`src/hdl/heun_pkg.sv`:
```
// ----------------------------------------------------------------------------
// Heun solver package
// Shared types, constants and saturating arithmetic helpers for the
// second-order Heun solver.
// ----------------------------------------------------------------------------
package heun_pkg;

   localparam int DATA_W        = 32;
   localparam int PROD_W        = 64;
   localparam int CSR_INDEX_W   = 3;
   localparam int MAX_STEPS_DEF = 4096;
   localparam int FRAC_BITS_DEF = 16;

   localparam logic [CSR_INDEX_W-1:0] CSR_START_X     = 3'd0;
   localparam logic [CSR_INDEX_W-1:0] CSR_START_VALUE = 3'd1;
   localparam logic [CSR_INDEX_W-1:0] CSR_START_SLOPE = 3'd2;
   localparam logic [CSR_INDEX_W-1:0] CSR_STEP_SIZE   = 3'd3;
   localparam logic [CSR_INDEX_W-1:0] CSR_COEF_X      = 3'd4;
   localparam logic [CSR_INDEX_W-1:0] CSR_COEF_SLOPE  = 3'd5;
   localparam logic [CSR_INDEX_W-1:0] CSR_COEF_VALUE  = 3'd6;

   typedef enum logic [3:0] {
      OP_NONE,
      OP_K0,
      OP_K1,
      OP_K2,
      OP_YP,
      OP_SP,
      OP_KP0,
      OP_KP1,
      OP_KP2,
      OP_Y,
      OP_S
   } op_type;

   typedef enum logic [3:0] {
      ST_IDLE,
      ST_INIT,
      ST_K0,
      ST_K1,
      ST_K2,
      ST_YP,
      ST_SP,
      ST_KP0,
      ST_KP1,
      ST_KP2,
      ST_Y,
      ST_GAP,
      ST_S,
      ST_FINISH
   } state_type;

   typedef struct packed {
      logic   load_target;
      logic   init;
      op_type op;
      logic   calc_xh;
      logic   calc_u;
      logic   calc_v;
      logic   advance_x;
      logic   load_rsp;
   } cmd_type;

   typedef struct packed {
      logic x_at_target;
   } status_type;

   function automatic logic signed [DATA_W-1:0] sat_wide(
      input logic signed [PROD_W-1:0] v
   );
      logic signed [DATA_W-1:0] r;
      if (v[PROD_W-1:DATA_W-1] != {(PROD_W-DATA_W+1){v[PROD_W-1]}}) begin
         r = v[PROD_W-1] ? {1'b1, {(DATA_W-1){1'b0}}} : {1'b0, {(DATA_W-1){1'b1}}};
      end else begin
         r = v[DATA_W-1:0];
      end
      return r;
   endfunction

   function automatic logic signed [DATA_W-1:0] sat_add(
      input logic signed [DATA_W-1:0] a,
      input logic signed [DATA_W-1:0] b
   );
      logic signed [DATA_W:0]   s;
      logic signed [DATA_W-1:0] r;
      s = {a[DATA_W-1], a} + {b[DATA_W-1], b};
      if (s[DATA_W] != s[DATA_W-1]) begin
         r = s[DATA_W] ? {1'b1, {(DATA_W-1){1'b0}}} : {1'b0, {(DATA_W-1){1'b1}}};
      end else begin
         r = s[DATA_W-1:0];
      end
      return r;
   endfunction

endpackage

```
`src/hdl/heun_ctrl.sv`:
```
// ----------------------------------------------------------------------------
// Heun solver controller
// Sequences the datapath through the operations of each Heun step, counts
// steps, and runs the request and response handshakes.
// ----------------------------------------------------------------------------
module heun_ctrl #(
   parameter int MAX_STEPS = heun_pkg::MAX_STEPS_DEF
) (
   input  logic                 clock,
   input  logic                 reset,
   input  logic                 req_valid,
   output logic                 req_stall,
   output logic                 rsp_valid,
   input  logic                 rsp_stall,
   input  heun_pkg::status_type status,
   output heun_pkg::cmd_type    cmd
);

   localparam int STEP_W = $clog2(MAX_STEPS + 1);

   heun_pkg::state_type state_ff, state_in;
   logic [STEP_W-1:0]   steps_ff, steps_in;
   logic                rsp_valid_ff, rsp_valid_in;
   logic                run_done;
   logic                rsp_free;

   assign run_done  = status.x_at_target || (steps_ff == STEP_W'(MAX_STEPS));
   assign rsp_free  = !rsp_valid_ff || !rsp_stall;
   assign req_stall = (state_ff != heun_pkg::ST_IDLE);
   assign rsp_valid = rsp_valid_ff;

   always_comb begin
      state_in = state_ff;
      case (state_ff)
         heun_pkg::ST_IDLE:   if (req_valid) state_in = heun_pkg::ST_INIT;
         heun_pkg::ST_INIT:   state_in = heun_pkg::ST_K0;
         heun_pkg::ST_K0:     state_in = run_done ? heun_pkg::ST_FINISH : heun_pkg::ST_K1;
         heun_pkg::ST_K1:     state_in = heun_pkg::ST_K2;
         heun_pkg::ST_K2:     state_in = heun_pkg::ST_YP;
         heun_pkg::ST_YP:     state_in = heun_pkg::ST_SP;
         heun_pkg::ST_SP:     state_in = heun_pkg::ST_KP0;
         heun_pkg::ST_KP0:    state_in = heun_pkg::ST_KP1;
         heun_pkg::ST_KP1:    state_in = heun_pkg::ST_KP2;
         heun_pkg::ST_KP2:    state_in = heun_pkg::ST_Y;
         heun_pkg::ST_Y:      state_in = heun_pkg::ST_GAP;
         heun_pkg::ST_GAP:    state_in = heun_pkg::ST_S;
         heun_pkg::ST_S:      state_in = heun_pkg::ST_K0;
         heun_pkg::ST_FINISH: if (rsp_free) state_in = heun_pkg::ST_IDLE;
         default:             state_in = heun_pkg::ST_IDLE;
      endcase
   end

   always_comb begin
      cmd = '0;
      cmd.op = heun_pkg::OP_NONE;
      case (state_ff)
         heun_pkg::ST_IDLE: begin
            cmd.load_target = req_valid;
         end
         heun_pkg::ST_INIT: begin
            cmd.init = 1'b1;
         end
         heun_pkg::ST_K0: begin
            if (!run_done) begin
               cmd.op      = heun_pkg::OP_K0;
               cmd.calc_xh = 1'b1;
            end
         end
         heun_pkg::ST_K1:  cmd.op = heun_pkg::OP_K1;
         heun_pkg::ST_K2:  cmd.op = heun_pkg::OP_K2;
         heun_pkg::ST_YP:  cmd.op = heun_pkg::OP_YP;
         heun_pkg::ST_SP:  cmd.op = heun_pkg::OP_SP;
         heun_pkg::ST_KP0: cmd.op = heun_pkg::OP_KP0;
         heun_pkg::ST_KP1: begin
            cmd.op     = heun_pkg::OP_KP1;
            cmd.calc_u = 1'b1;
         end
         heun_pkg::ST_KP2: cmd.op = heun_pkg::OP_KP2;
         heun_pkg::ST_Y:   cmd.op = heun_pkg::OP_Y;
         heun_pkg::ST_GAP: begin
            cmd.calc_v = 1'b1;
         end
         heun_pkg::ST_S: begin
            cmd.op        = heun_pkg::OP_S;
            cmd.advance_x = 1'b1;
         end
         heun_pkg::ST_FINISH: begin
            cmd.load_rsp = rsp_free;
         end
         default: begin
            cmd = '0;
         end
      endcase
   end

   always_comb begin
      steps_in = steps_ff;
      if (state_ff == heun_pkg::ST_INIT) begin
         steps_in = '0;
      end else if (state_ff == heun_pkg::ST_S) begin
         steps_in = steps_ff + STEP_W'(1);
      end
   end

   always_comb begin
      rsp_valid_in = rsp_valid_ff;
      if (rsp_valid_ff && !rsp_stall) begin
         rsp_valid_in = 1'b0;
      end
      if (state_ff == heun_pkg::ST_FINISH && rsp_free) begin
         rsp_valid_in = 1'b1;
      end
   end

   always_ff @(posedge clock) begin
      if (reset) begin
         state_ff     <= heun_pkg::ST_IDLE;
         steps_ff     <= '0;
         rsp_valid_ff <= 1'b0;
      end else begin
         state_ff     <= state_in;
         steps_ff     <= steps_in;
         rsp_valid_ff <= rsp_valid_in;
      end
   end

endmodule

```
`src/hdl/heun_dp.sv`:
```
// ----------------------------------------------------------------------------
// Heun solver datapath
// Configuration registers, solution state, one shared multiplier with a
// registered product, and the shift, saturate and accumulate stage behind it.
// ----------------------------------------------------------------------------
module heun_dp #(
   parameter int FRAC_BITS = heun_pkg::FRAC_BITS_DEF
) (
   input  logic                                      clock,
   input  logic                                      reset,
   input  logic                                      csr_we,
   input  logic [heun_pkg::CSR_INDEX_W-1:0]          csr_index,
   input  logic [heun_pkg::DATA_W-1:0]               csr_wdata,
   input  logic signed [heun_pkg::DATA_W-1:0]        req_target_x,
   output logic signed [heun_pkg::DATA_W-1:0]        rsp_value_at_target,
   output logic                                      rsp_not_reached,
   input  heun_pkg::cmd_type                         cmd,
   output heun_pkg::status_type                      status
);

   localparam int W = heun_pkg::DATA_W;
   localparam int P = heun_pkg::PROD_W;

   localparam logic signed [P-1:0] STEP_RST =
      ((64'sd1 <<< FRAC_BITS) + 64'sd5) / 64'sd10;
   localparam logic signed [P-1:0] COEF_X_RST     = 64'sd8 <<< FRAC_BITS;
   localparam logic signed [P-1:0] COEF_SLOPE_RST = -(64'sd4 <<< FRAC_BITS);
   localparam logic signed [P-1:0] COEF_VALUE_RST = -(64'sd5 <<< FRAC_BITS);

   logic signed [W-1:0] start_x_ff, start_x_in;
   logic signed [W-1:0] start_value_ff, start_value_in;
   logic signed [W-1:0] start_slope_ff, start_slope_in;
   logic signed [W-1:0] step_ff, step_in;
   logic signed [W-1:0] coef_x_ff, coef_x_in;
   logic signed [W-1:0] coef_slope_ff, coef_slope_in;
   logic signed [W-1:0] coef_value_ff, coef_value_in;

   logic signed [W-1:0] target_ff, target_in;
   logic signed [W-1:0] x_ff, x_in;
   logic signed [W-1:0] y_ff, y_in;
   logic signed [W-1:0] s_ff, s_in;
   logic signed [W-1:0] xh_ff, xh_in;
   logic signed [W-1:0] t_ff, t_in;
   logic signed [W-1:0] k_ff, k_in;
   logic signed [W-1:0] yp_ff, yp_in;
   logic signed [W-1:0] sp_ff, sp_in;
   logic signed [W-1:0] kp_ff, kp_in;
   logic signed [W-1:0] u_ff, u_in;
   logic signed [W-1:0] v_ff, v_in;
   logic signed [P-1:0] prod_ff, prod_in;
   heun_pkg::op_type    op_ff, op_in;
   logic signed [W-1:0] rsp_value_ff, rsp_value_in;
   logic                rsp_flag_ff, rsp_flag_in;

   logic signed [W-1:0] mul_a;
   logic signed [W-1:0] mul_b;
   logic signed [W-1:0] q_full;
   logic signed [W-1:0] q_half;
   logic signed [W-1:0] q;

   always_comb begin
      start_x_in     = start_x_ff;
      start_value_in = start_value_ff;
      start_slope_in = start_slope_ff;
      step_in        = step_ff;
      coef_x_in      = coef_x_ff;
      coef_slope_in  = coef_slope_ff;
      coef_value_in  = coef_value_ff;
      if (csr_we) begin
         case (csr_index)
            heun_pkg::CSR_START_X:     start_x_in     = csr_wdata;
            heun_pkg::CSR_START_VALUE: start_value_in = csr_wdata;
            heun_pkg::CSR_START_SLOPE: start_slope_in = csr_wdata;
            heun_pkg::CSR_STEP_SIZE:   step_in        = csr_wdata;
            heun_pkg::CSR_COEF_X:      coef_x_in      = csr_wdata;
            heun_pkg::CSR_COEF_SLOPE:  coef_slope_in  = csr_wdata;
            heun_pkg::CSR_COEF_VALUE:  coef_value_in  = csr_wdata;
            default: begin
            end
         endcase
      end
   end

   always_comb begin
      mul_a = '0;
      mul_b = '0;
      case (cmd.op)
         heun_pkg::OP_K0:  begin mul_a = coef_x_ff;     mul_b = x_ff;  end
         heun_pkg::OP_K1:  begin mul_a = coef_slope_ff; mul_b = s_ff;  end
         heun_pkg::OP_K2:  begin mul_a = coef_value_ff; mul_b = y_ff;  end
         heun_pkg::OP_YP:  begin mul_a = step_ff;       mul_b = s_ff;  end
         heun_pkg::OP_SP:  begin mul_a = step_ff;       mul_b = k_ff;  end
         heun_pkg::OP_KP0: begin mul_a = coef_x_ff;     mul_b = xh_ff; end
         heun_pkg::OP_KP1: begin mul_a = coef_slope_ff; mul_b = sp_ff; end
         heun_pkg::OP_KP2: begin mul_a = coef_value_ff; mul_b = yp_ff; end
         heun_pkg::OP_Y:   begin mul_a = step_ff;       mul_b = u_ff;  end
         heun_pkg::OP_S:   begin mul_a = step_ff;       mul_b = v_ff;  end
         default: begin
            mul_a = '0;
            mul_b = '0;
         end
      endcase
      prod_in = P'(mul_a) * P'(mul_b);
      op_in   = cmd.op;
   end

   assign q_full = heun_pkg::sat_wide(prod_ff >>> FRAC_BITS);
   assign q_half = heun_pkg::sat_wide(prod_ff >>> (FRAC_BITS + 1));
   assign q      = (op_ff == heun_pkg::OP_Y || op_ff == heun_pkg::OP_S) ? q_half : q_full;

   always_comb begin
      target_in    = target_ff;
      x_in         = x_ff;
      y_in         = y_ff;
      s_in         = s_ff;
      xh_in        = xh_ff;
      t_in         = t_ff;
      k_in         = k_ff;
      yp_in        = yp_ff;
      sp_in        = sp_ff;
      kp_in        = kp_ff;
      u_in         = u_ff;
      v_in         = v_ff;
      rsp_value_in = rsp_value_ff;
      rsp_flag_in  = rsp_flag_ff;

      case (op_ff)
         heun_pkg::OP_K0:  t_in  = q;
         heun_pkg::OP_K1:  t_in  = heun_pkg::sat_add(t_ff, q);
         heun_pkg::OP_K2:  k_in  = heun_pkg::sat_add(t_ff, q);
         heun_pkg::OP_YP:  yp_in = heun_pkg::sat_add(y_ff, q);
         heun_pkg::OP_SP:  sp_in = heun_pkg::sat_add(s_ff, q);
         heun_pkg::OP_KP0: t_in  = q;
         heun_pkg::OP_KP1: t_in  = heun_pkg::sat_add(t_ff, q);
         heun_pkg::OP_KP2: kp_in = heun_pkg::sat_add(t_ff, q);
         heun_pkg::OP_Y:   y_in  = heun_pkg::sat_add(y_ff, q);
         heun_pkg::OP_S:   s_in  = heun_pkg::sat_add(s_ff, q);
         default: begin
         end
      endcase

      if (cmd.calc_xh)   xh_in = heun_pkg::sat_add(x_ff, step_ff);
      if (cmd.calc_u)    u_in  = heun_pkg::sat_add(s_ff, sp_ff);
      if (cmd.calc_v)    v_in  = heun_pkg::sat_add(k_ff, kp_ff);
      if (cmd.advance_x) x_in  = xh_ff;
      if (cmd.load_target) target_in = req_target_x;
      if (cmd.init) begin
         x_in = start_x_ff;
         y_in = start_value_ff;
         s_in = start_slope_ff;
      end
      if (cmd.load_rsp) begin
         rsp_value_in = y_ff;
         rsp_flag_in  = (x_ff != target_ff);
      end
   end

   assign status.x_at_target = (x_ff == target_ff);
   assign rsp_value_at_target = rsp_value_ff;
   assign rsp_not_reached     = rsp_flag_ff;

   always_ff @(posedge clock) begin
      if (reset) begin
         start_x_ff     <= '0;
         start_value_ff <= '0;
         start_slope_ff <= '0;
         step_ff        <= STEP_RST[W-1:0];
         coef_x_ff      <= COEF_X_RST[W-1:0];
         coef_slope_ff  <= COEF_SLOPE_RST[W-1:0];
         coef_value_ff  <= COEF_VALUE_RST[W-1:0];
         op_ff          <= heun_pkg::OP_NONE;
      end else begin
         start_x_ff     <= start_x_in;
         start_value_ff <= start_value_in;
         start_slope_ff <= start_slope_in;
         step_ff        <= step_in;
         coef_x_ff      <= coef_x_in;
         coef_slope_ff  <= coef_slope_in;
         coef_value_ff  <= coef_value_in;
         op_ff          <= op_in;
      end
   end

   always_ff @(posedge clock) begin
      target_ff    <= target_in;
      x_ff         <= x_in;
      y_ff         <= y_in;
      s_ff         <= s_in;
      xh_ff        <= xh_in;
      t_ff         <= t_in;
      k_ff         <= k_in;
      yp_ff        <= yp_in;
      sp_ff        <= sp_in;
      kp_ff        <= kp_in;
      u_ff         <= u_in;
      v_ff         <= v_in;
      prod_ff      <= prod_in;
      rsp_value_ff <= rsp_value_in;
      rsp_flag_ff  <= rsp_flag_in;
   end

endmodule

```
`src/hdl/heun_second_order_ode_solver.sv`:
```
// ----------------------------------------------------------------------------
// Heun second-order ODE solver
// Solves y'' = a*x + b*y' + c*y from a configured initial point by Heun
// steps in signed fixed point, returning y where x reaches the requested
// target.
//
//   Channel   Direction  Handshake             Payload
//   req       in         req_valid/req_stall   req_target_x
//   rsp       out        rsp_valid/rsp_stall   rsp_value_at_target, rsp_not_reached
//   csr       in         csr_we                csr_index, csr_wdata
//
// A transaction runs up to MAX_STEPS Heun steps; each step is ten products
// through the single shared multiplier plus a wait state (ST_GAP) for the
// second slope sum.
// One transaction is solved at a time; a new request is taken while the
// previous response still waits in the output register.
// Reset is synchronous and loads the default coefficients and step size.
// A stalled response holds the solver in its final state until taken.
// ----------------------------------------------------------------------------
module heun_second_order_ode_solver #(
   parameter int MAX_STEPS = heun_pkg::MAX_STEPS_DEF,
   parameter int FRAC_BITS = heun_pkg::FRAC_BITS_DEF
) (
   input  logic                                 clock,
   input  logic                                 reset,
   input  logic                                 req_valid,
   output logic                                 req_stall,
   input  logic signed [heun_pkg::DATA_W-1:0]   req_target_x,
   output logic                                 rsp_valid,
   input  logic                                 rsp_stall,
   output logic signed [heun_pkg::DATA_W-1:0]   rsp_value_at_target,
   output logic                                 rsp_not_reached,
   input  logic                                 csr_we,
   input  logic [heun_pkg::CSR_INDEX_W-1:0]     csr_index,
   input  logic [heun_pkg::DATA_W-1:0]          csr_wdata
);

   heun_pkg::cmd_type    cmd;
   heun_pkg::status_type status;

   heun_ctrl #(
      .MAX_STEPS (MAX_STEPS)
   ) u_ctrl (
      .clock     (clock),
      .reset     (reset),
      .req_valid (req_valid),
      .req_stall (req_stall),
      .rsp_valid (rsp_valid),
      .rsp_stall (rsp_stall),
      .status    (status),
      .cmd       (cmd)
   );

   heun_dp #(
      .FRAC_BITS (FRAC_BITS)
   ) u_dp (
      .clock               (clock),
      .reset               (reset),
      .csr_we              (csr_we),
      .csr_index           (csr_index),
      .csr_wdata           (csr_wdata),
      .req_target_x        (req_target_x),
      .rsp_value_at_target (rsp_value_at_target),
      .rsp_not_reached     (rsp_not_reached),
      .cmd                 (cmd),
      .status              (status)
   );

endmodule

```
`config.mk`:
```
export PLATFORM = sky130hd
export DESIGN_NAME = heun_second_order_ode_solver
export DESIGN_NICKNAME = d
export VERILOG_FILES = /design/src/hdl/heun_pkg.sv /design/src/hdl/heun_ctrl.sv /design/src/hdl/heun_dp.sv /design/src/hdl/heun_second_order_ode_solver.sv
export SDC_FILE = /design/constraint.sdc
export NUM_CORES = 2
export LEC_CHECK = 0
export BUFFER_PORTS_ARGS = -buffer_cell sky130_fd_sc_hd__buf_2
export CORE_UTILIZATION = 50
export DETAILED_ROUTE_END_ITERATION = 7
export PLACE_DENSITY = 0.76
export SLEW_MARGIN = 20
export SYNTH_ARGS = -nofsm -noshare
export SYNTH_HDL_FRONTEND = slang
export SYNTH_SLANG_ARGS = --single-unit
```
`constraint.sdc`:
```
create_clock -name clock -period 14.5 [get_ports clock]
set_input_delay 2.9 -clock clock [delete_from_list [all_inputs] [get_ports clock]]
set_output_delay 2.9 -clock clock [all_outputs]
set_load 0.005 [all_outputs]
```
* After elaboration in Yosys (flattened, before gate mapping)
Cells that the tools add are included.
** Word-level totals
- Output and inout port bits :: 35
- Logic and storage cells :: 158
- Bits in registers :: 727
** Cells by class
- Multiplexer cells :: 40
- Reduce and logical (&&, ||, !) cells :: 32
- Equal/unequal tests :: 52
- $mul :: 1
- $add $sub $neg :: 7
** Operators with widths (count)
- $mux 32 :: 22
- $pmux 32 s9 :: 1
- $add 32x32->33 :: 6
- $pmux 32 s4 :: 1
- $mul 32x32->64 :: 1
- $pmux 32 s2 :: 1
- $pmux 4 s13 :: 1
- $eq 4x3->1 const B :: 12
- $eq 4x4->1 const B :: 12
- $pmux 4 s10 :: 1
- $eq 32x32->1 :: 1
- $ne 32x32->1 :: 1
- $eq 4x2->1 const B :: 6
- $ne 16x16->1 :: 1
- $reduce_and 2->1 :: 8
- $reduce_or 2->1 :: 8
- $ne 15x15->1 :: 1
- $add 13x1->13 const B :: 1
- $eq 13x13->1 const B :: 1
- $eq 4x1->1 const B :: 3
- $mux 4 :: 3
- $reduce_bool 2->1 :: 5
- $eq 3x3->1 const B :: 3
- $mux 1 :: 9
- 13 further kinds :: 23

* Longest topological paths before layout
- Depth in word-level cells :: 8
- Mapped depth :: 42
- Depth with buffers taken out :: 39

* Hierarchy
From an unflattened synthesis, not the netlist that was laid out.
** Unflattened totals
- Cells, all modules :: 7779
- Area total of the unflattened synthesis :: 73311.6 um^2
** Modules (own cells, without submodules)
- heun_dp :: cells an instance 7651, area an instance 72318.1 um^2, instances 1
- heun_ctrl :: cells an instance 128, area an instance 993.5 um^2, instances 1

* Worst setup path after synthesis
OpenSTA, ideal clock, no wires.
- Path type :: register to register
- From :: register u_ctrl.state_ff[0]
- To :: register u_dp.prod_ff[63]
- Data arrival time :: 10.451 ns
- Setup time :: 0.121 ns
- Required time :: 14.379 ns
- Path buffers :: 5
- Period minus slack after synthesis :: 10.572 ns
- Cell stages (with the launch flop) :: 35
- Slack :: 3.928 ns
- Path through :: dfxtp_1 > buf_4 > nor4b_1 > clkbuf_1 > clkbuf_1 > buf_1 > a21oi_1 > o2111ai_1 > clkbuf_1 > nand2_1 > fa_1 > inv_1 > fa_1 > inv_1 > fa_1 > fa_1 > inv_1 > fa_1 > fa_1 > fa_1 > fa_1 > ha_1 > a21o_1 > a21oi_1 > o21bai_1 > a21o_1 > a211o_1 > a221o_1 > nor3_1 > a21oi_1 > a41o_1 > o41a_4 > a2111oi_1 > nor3_1 > xnor2_1
** Between the ends
- Longest elaborated chain between the ends :: 6
- Elaborated cells between the ends (all ways) :: 29
** RTL lines
- start, declared :: RTL line heun_ctrl.sv:21 : heun_pkg::state_type state_ff, state_in;
- start signal, assigned :: RTL line heun_ctrl.sv:117 : state_ff <= heun_pkg::ST_IDLE;
- start signal, assigned :: RTL line heun_ctrl.sv:121 : state_ff <= state_in;
- $eq 4x4->1, or another cell as far along :: RTL line heun_ctrl.sv:56 : case (state_ff)
- $pmux 4 s10 * :: RTL line heun_ctrl.sv:56
- $eq 4x3->1, or another cell as far along :: RTL line heun_dp.sv:87 : case (cmd.op)
- $reduce_or 4->1 (no source line) / $reduce_or 2->1 (equally long branches)
- $pmux 32 s4 / $pmux 32 s9 (equally long branches) :: RTL line heun_dp.sv:87
- $mul 32x32->64 * :: RTL line heun_dp.sv:103 : prod_in = P'(mul_a) * P'(mul_b);
- via u_dp.prod_in[63] :: RTL line heun_dp.sv:50 : logic signed [P-1:0] prod_ff, prod_in;
- end signal, assigned :: RTL line heun_dp.sv:197 : prod_ff <= prod_in;
- end, declared :: RTL line heun_dp.sv:50
Mark *: on every way through the listed nets, which the timed path passes. The rest lies on a longest branch.
A chain may end at the register's enable or synchronous reset.

* Final worst setup path
- From :: register u_ctrl.state_ff[0]
- To :: register u_dp.prod_ff[55]
The elaborated chain is that of the path after synthesis.

==> results.md <==
- Max transition margin: 16.8%
- P per Cell Area: 137 nW/µm²
- Worst EP required: 15080 ps
- Worst Path Buf+Inv: 6
- Initial Util: slightly above 50%
- DRC: 0
- Post-synthesis cell area: between 70000 and 80000 µm²
- Clk sinks: 711
- Min-Delay Endpoint: u_dp.start_value_ff[12]
- Worst path top cell family by delay: compound AO/OA/AOI/OAI gates
- Die W: 385 µm
- H-tree lvl count: 3
- Post_cts resized: 0
- Vias per cell: 6.09
- Final clock skew: between 30 and 40 ps
- Die area: around 150000 µm²
- Total Routed Length: roughly 250000 µm
- Postcts setup bufs: 0
- Boundary Pins: 107
- Peak Freq: 0.0786 GHz
- Initial antenna violation count: 12
- RSZ-0062 raised after global routing: no
- Routability-driven placement congestion ratio: 1.11
- Syn Inst Count: 7912
- Global-route wire length before repair: 378000 µm
- Top post-synthesis cells by area: fa_1 30%, edfxtp_1 17%, dfxtp_1 8.0%
- Fill count: 12.7k
- Register-to-register setup slack: 1780 ps
- Hold Slack: 454 ps
- Number of global-route vias before repair: 60.2k
- Hold path startpoint: u_dp.start_value_ff[12]
- Hold_buf cts: 0
- Worst reg2reg endpoint: u_dp.prod_ff[55]
- Final Cycle Share: approximately 88%
- Cell taking the most area after synthesis: fa_1
- CP arrival: between 10000 and 15000 ps
- Most used cell, CP: fa_1
- Sequential element share of the synthesized area: between 20 and 30%
- WL/cell: 25.6 µm
- Slowest CP cell: a221o_1
- Final Critical Period: ~13000 ps
- Syn avg cell area: about 9.3 µm²
- Worst setup EP type: register
- Main synth FF type: edfxtp_1
- Top cell type's share of synthesized area: 29.7%
- Number of flops mapped to enable cells by yosys: roughly 420
- Post-synth ARST share: 0%
- Final hold violation count: 0
- Mapped Nets: approximately 9.4k
- Yosys cell types: around 110
- Core area: 146000 µm²
- Die H: 385 µm
- Hpwl dp: slightly below 200000 µm
- Number of CTS-inserted buffers: 82
- Worst R2R Path Depth: 32
- Worst Setup Path Type: reg2reg
- Peak supply drop: ~0.00021 V
- DRT iter0 DRCs: about 7.3k
- Row cnt: 140
- Nets: 9441
- Leak: ~35 nW
- Clock root cell: clkbuf_16
- Hold depth: 2
- Drt first pass iters: 6
- TNS Setup: 0 ps
- Count of pins over their slew limit: 0
- Worst-path clk slew: 60 ps
- Vias post-DR: around 60k
- CTS tree: yes
- Max FO, Critical Path: 36
- Share of cells above drive strength 1: 7.64%
- Synth-to-Final Area Change: 8.41%
- Total track usage: 34.4%
- Port Buf Inserts: ~110
- Setup crit start kind: register
- Status: complete, no violations
- #FFs+latches synth: 711
- Slew @ Worst Pin: 1240 ps
- Final count of negative-setup-slack endpoints: 0
- Maxcap violations: 0
- Clock buffer depth: 3
- Clk_lat worst skew: 670 ps
- Worst r2r src: u_ctrl.state_ff[0]
- Post-DRT Antenna Nets: 0
- Slowest stage delay, CP: 990 ps
- Synth warnings: 0
- Grt total ovfl: 0
- Min-delay worst type: reg2reg
- Largest net degree at the start of global routing: 99
-- worst min-delay path, stage by stage, from the launching register on --
cell and delay, ps:
dfxtp_1 310, nand2_1 50, a21oi_1 50
-- layout make-up --
class | count | area (µm²) | area share, %
Multi-Input combinational cell | 5695 | 49800 | 62.6
Sequential cell | 711 | 18400 | 23.1
Inverter | 1119 | 4200 | 5.28
Tap cell | 1917 | 2400 | 3.02
Clock buffer | 103 | 2250 | 2.83
Timing Repair Buffer | 299 | 1990 | 2.50
Clock inverter | 49 | 484 | 0.609
Antenna cell | 5 | 12.5 | 0.0157
-- flip-flops by register name, summed over array words and instances (netlist names), 13 cells and up --
signal,cells
u_dp.prod_ff,48
u_dp.coef_slope_ff,32
u_dp.coef_value_ff,32
u_dp.coef_x_ff,32
u_dp.k_ff,32
u_dp.kp_ff,32
u_dp.rsp_value_at_target,32
u_dp.s_ff,32
u_dp.sp_ff,32
u_dp.start_slope_ff,32
u_dp.start_value_ff,32
u_dp.start_x_ff,32
u_dp.step_ff,32
u_dp.t_ff,32
u_dp.target_ff,32
u_dp.u_ff,32
u_dp.v_ff,32
u_dp.x_ff,32
u_dp.xh_ff,32
u_dp.y_ff,32
u_dp.yp_ff,32
u_ctrl.steps_ff,13
-- synthesized netlist by cell type (all sizes together), types with 35 or more instances --
cell type	number
nand3b	45
nand2	1304
nand4	38
edfxtp	417
mux2	40
nor2	733
a21oi	547
xor2	83
nor2b	67
a22oi	55
xnor2	183
a21o	137
o21ai	253
nor3	40
ha	374
inv	1118
a22o	44
fa	1087
nand3	44
clkbuf	352
dfxtp	294
buf	35
a221oi	64
a221o	46
nand2b	79
and2	49
-- per-stage QoR --
stage               setup slack, ps  util, %  instances  instance area, µm²  power, W
floorplan                      3930        -       7912               73400   0.00673
global placement               2640     52.7       9740               76800   0.00843
detailed placement             2450     52.7       9740               76800   0.00854
CTS                            2420     54.6       9892               79500    0.0107
global route                   1620     54.6       9894               79500    0.0114
finish                         1780     54.6       9898               79500    0.0109
-- layer usage --
metal	global-route usage, %	share of wire (%)	vias up
met5	0	0.028	-
met3	9.07	13	896
li1	-	-	25608
met1	45.7	38	29949
met4	19.8	7.0	12
met2	50.9	43	3808
-- power breakdown --
| group | switching, W | internal (W) | total (W) | leakage [nW] |
|---|---|---|---|---|
| registers | 0.000230 | 0.00274 | 0.00297 | 6.16 |
| logic | 0.00372 | 0.00205 | 0.00577 | 27.2 |
| clock network | 0.000908 | 0.00124 | 0.00214 | 1.35 |
-- how the worst max path moves through the flow --
stage	start	to	cells after the start
floorplan	u_ctrl.state_ff[0]	u_dp.prod_ff[63]	34
detailed placement	u_dp.x_ff[30]	u_dp.prod_ff[63]	35
global placement	u_dp.x_ff[30]	u_dp.prod_ff[63]	35
global route	u_dp.x_ff[30]	u_dp.prod_ff[55]	34
CTS	u_dp.x_ff[30]	u_dp.prod_ff[63]	36
finish	u_ctrl.state_ff[0]	u_dp.prod_ff[55]	32
-- kinds of logic after synthesis --
| kind of cell | Yosys count | synth area share [%] |
|---|---|---|
| xor gates and xnor gates | 266 | 3.23 |
| adders and majority gates | 1489 | 36.4 |
| DFF | 711 | 25.1 |
| AOI/OAI and AO/OA | 1403 | 12.4 |
| muxes | 45 | 0.687 |
| buffers and inverters | 1506 | 7.76 |
| and+or+nand+nor | 2492 | 14.4 |
-- layout by cell type (no fill, tap or decap), types with 38 or more instances in the layout --
cell	instances
a22o_1	44
clkbuf_16	84
a21oi_1	539
fa_1	1087
buf_2	105
nand2b_1	79
dfxtp_1	293
nor2b_1	67
inv_1	1116
ha_1	374
a21o_1	137
edfxtp_1	417
xor2_1	82
a22oi_1	55
buf_4	193
nand4_1	38
nand2_1	1301
o21ai_0	220
a221o_1	45
nor2_1	720
mux2_2	39
xnor2_1	180
nand3_1	40
and2_1	48
nand3b_1	45
No activity file was read; power rests on OpenSTA's default activity.
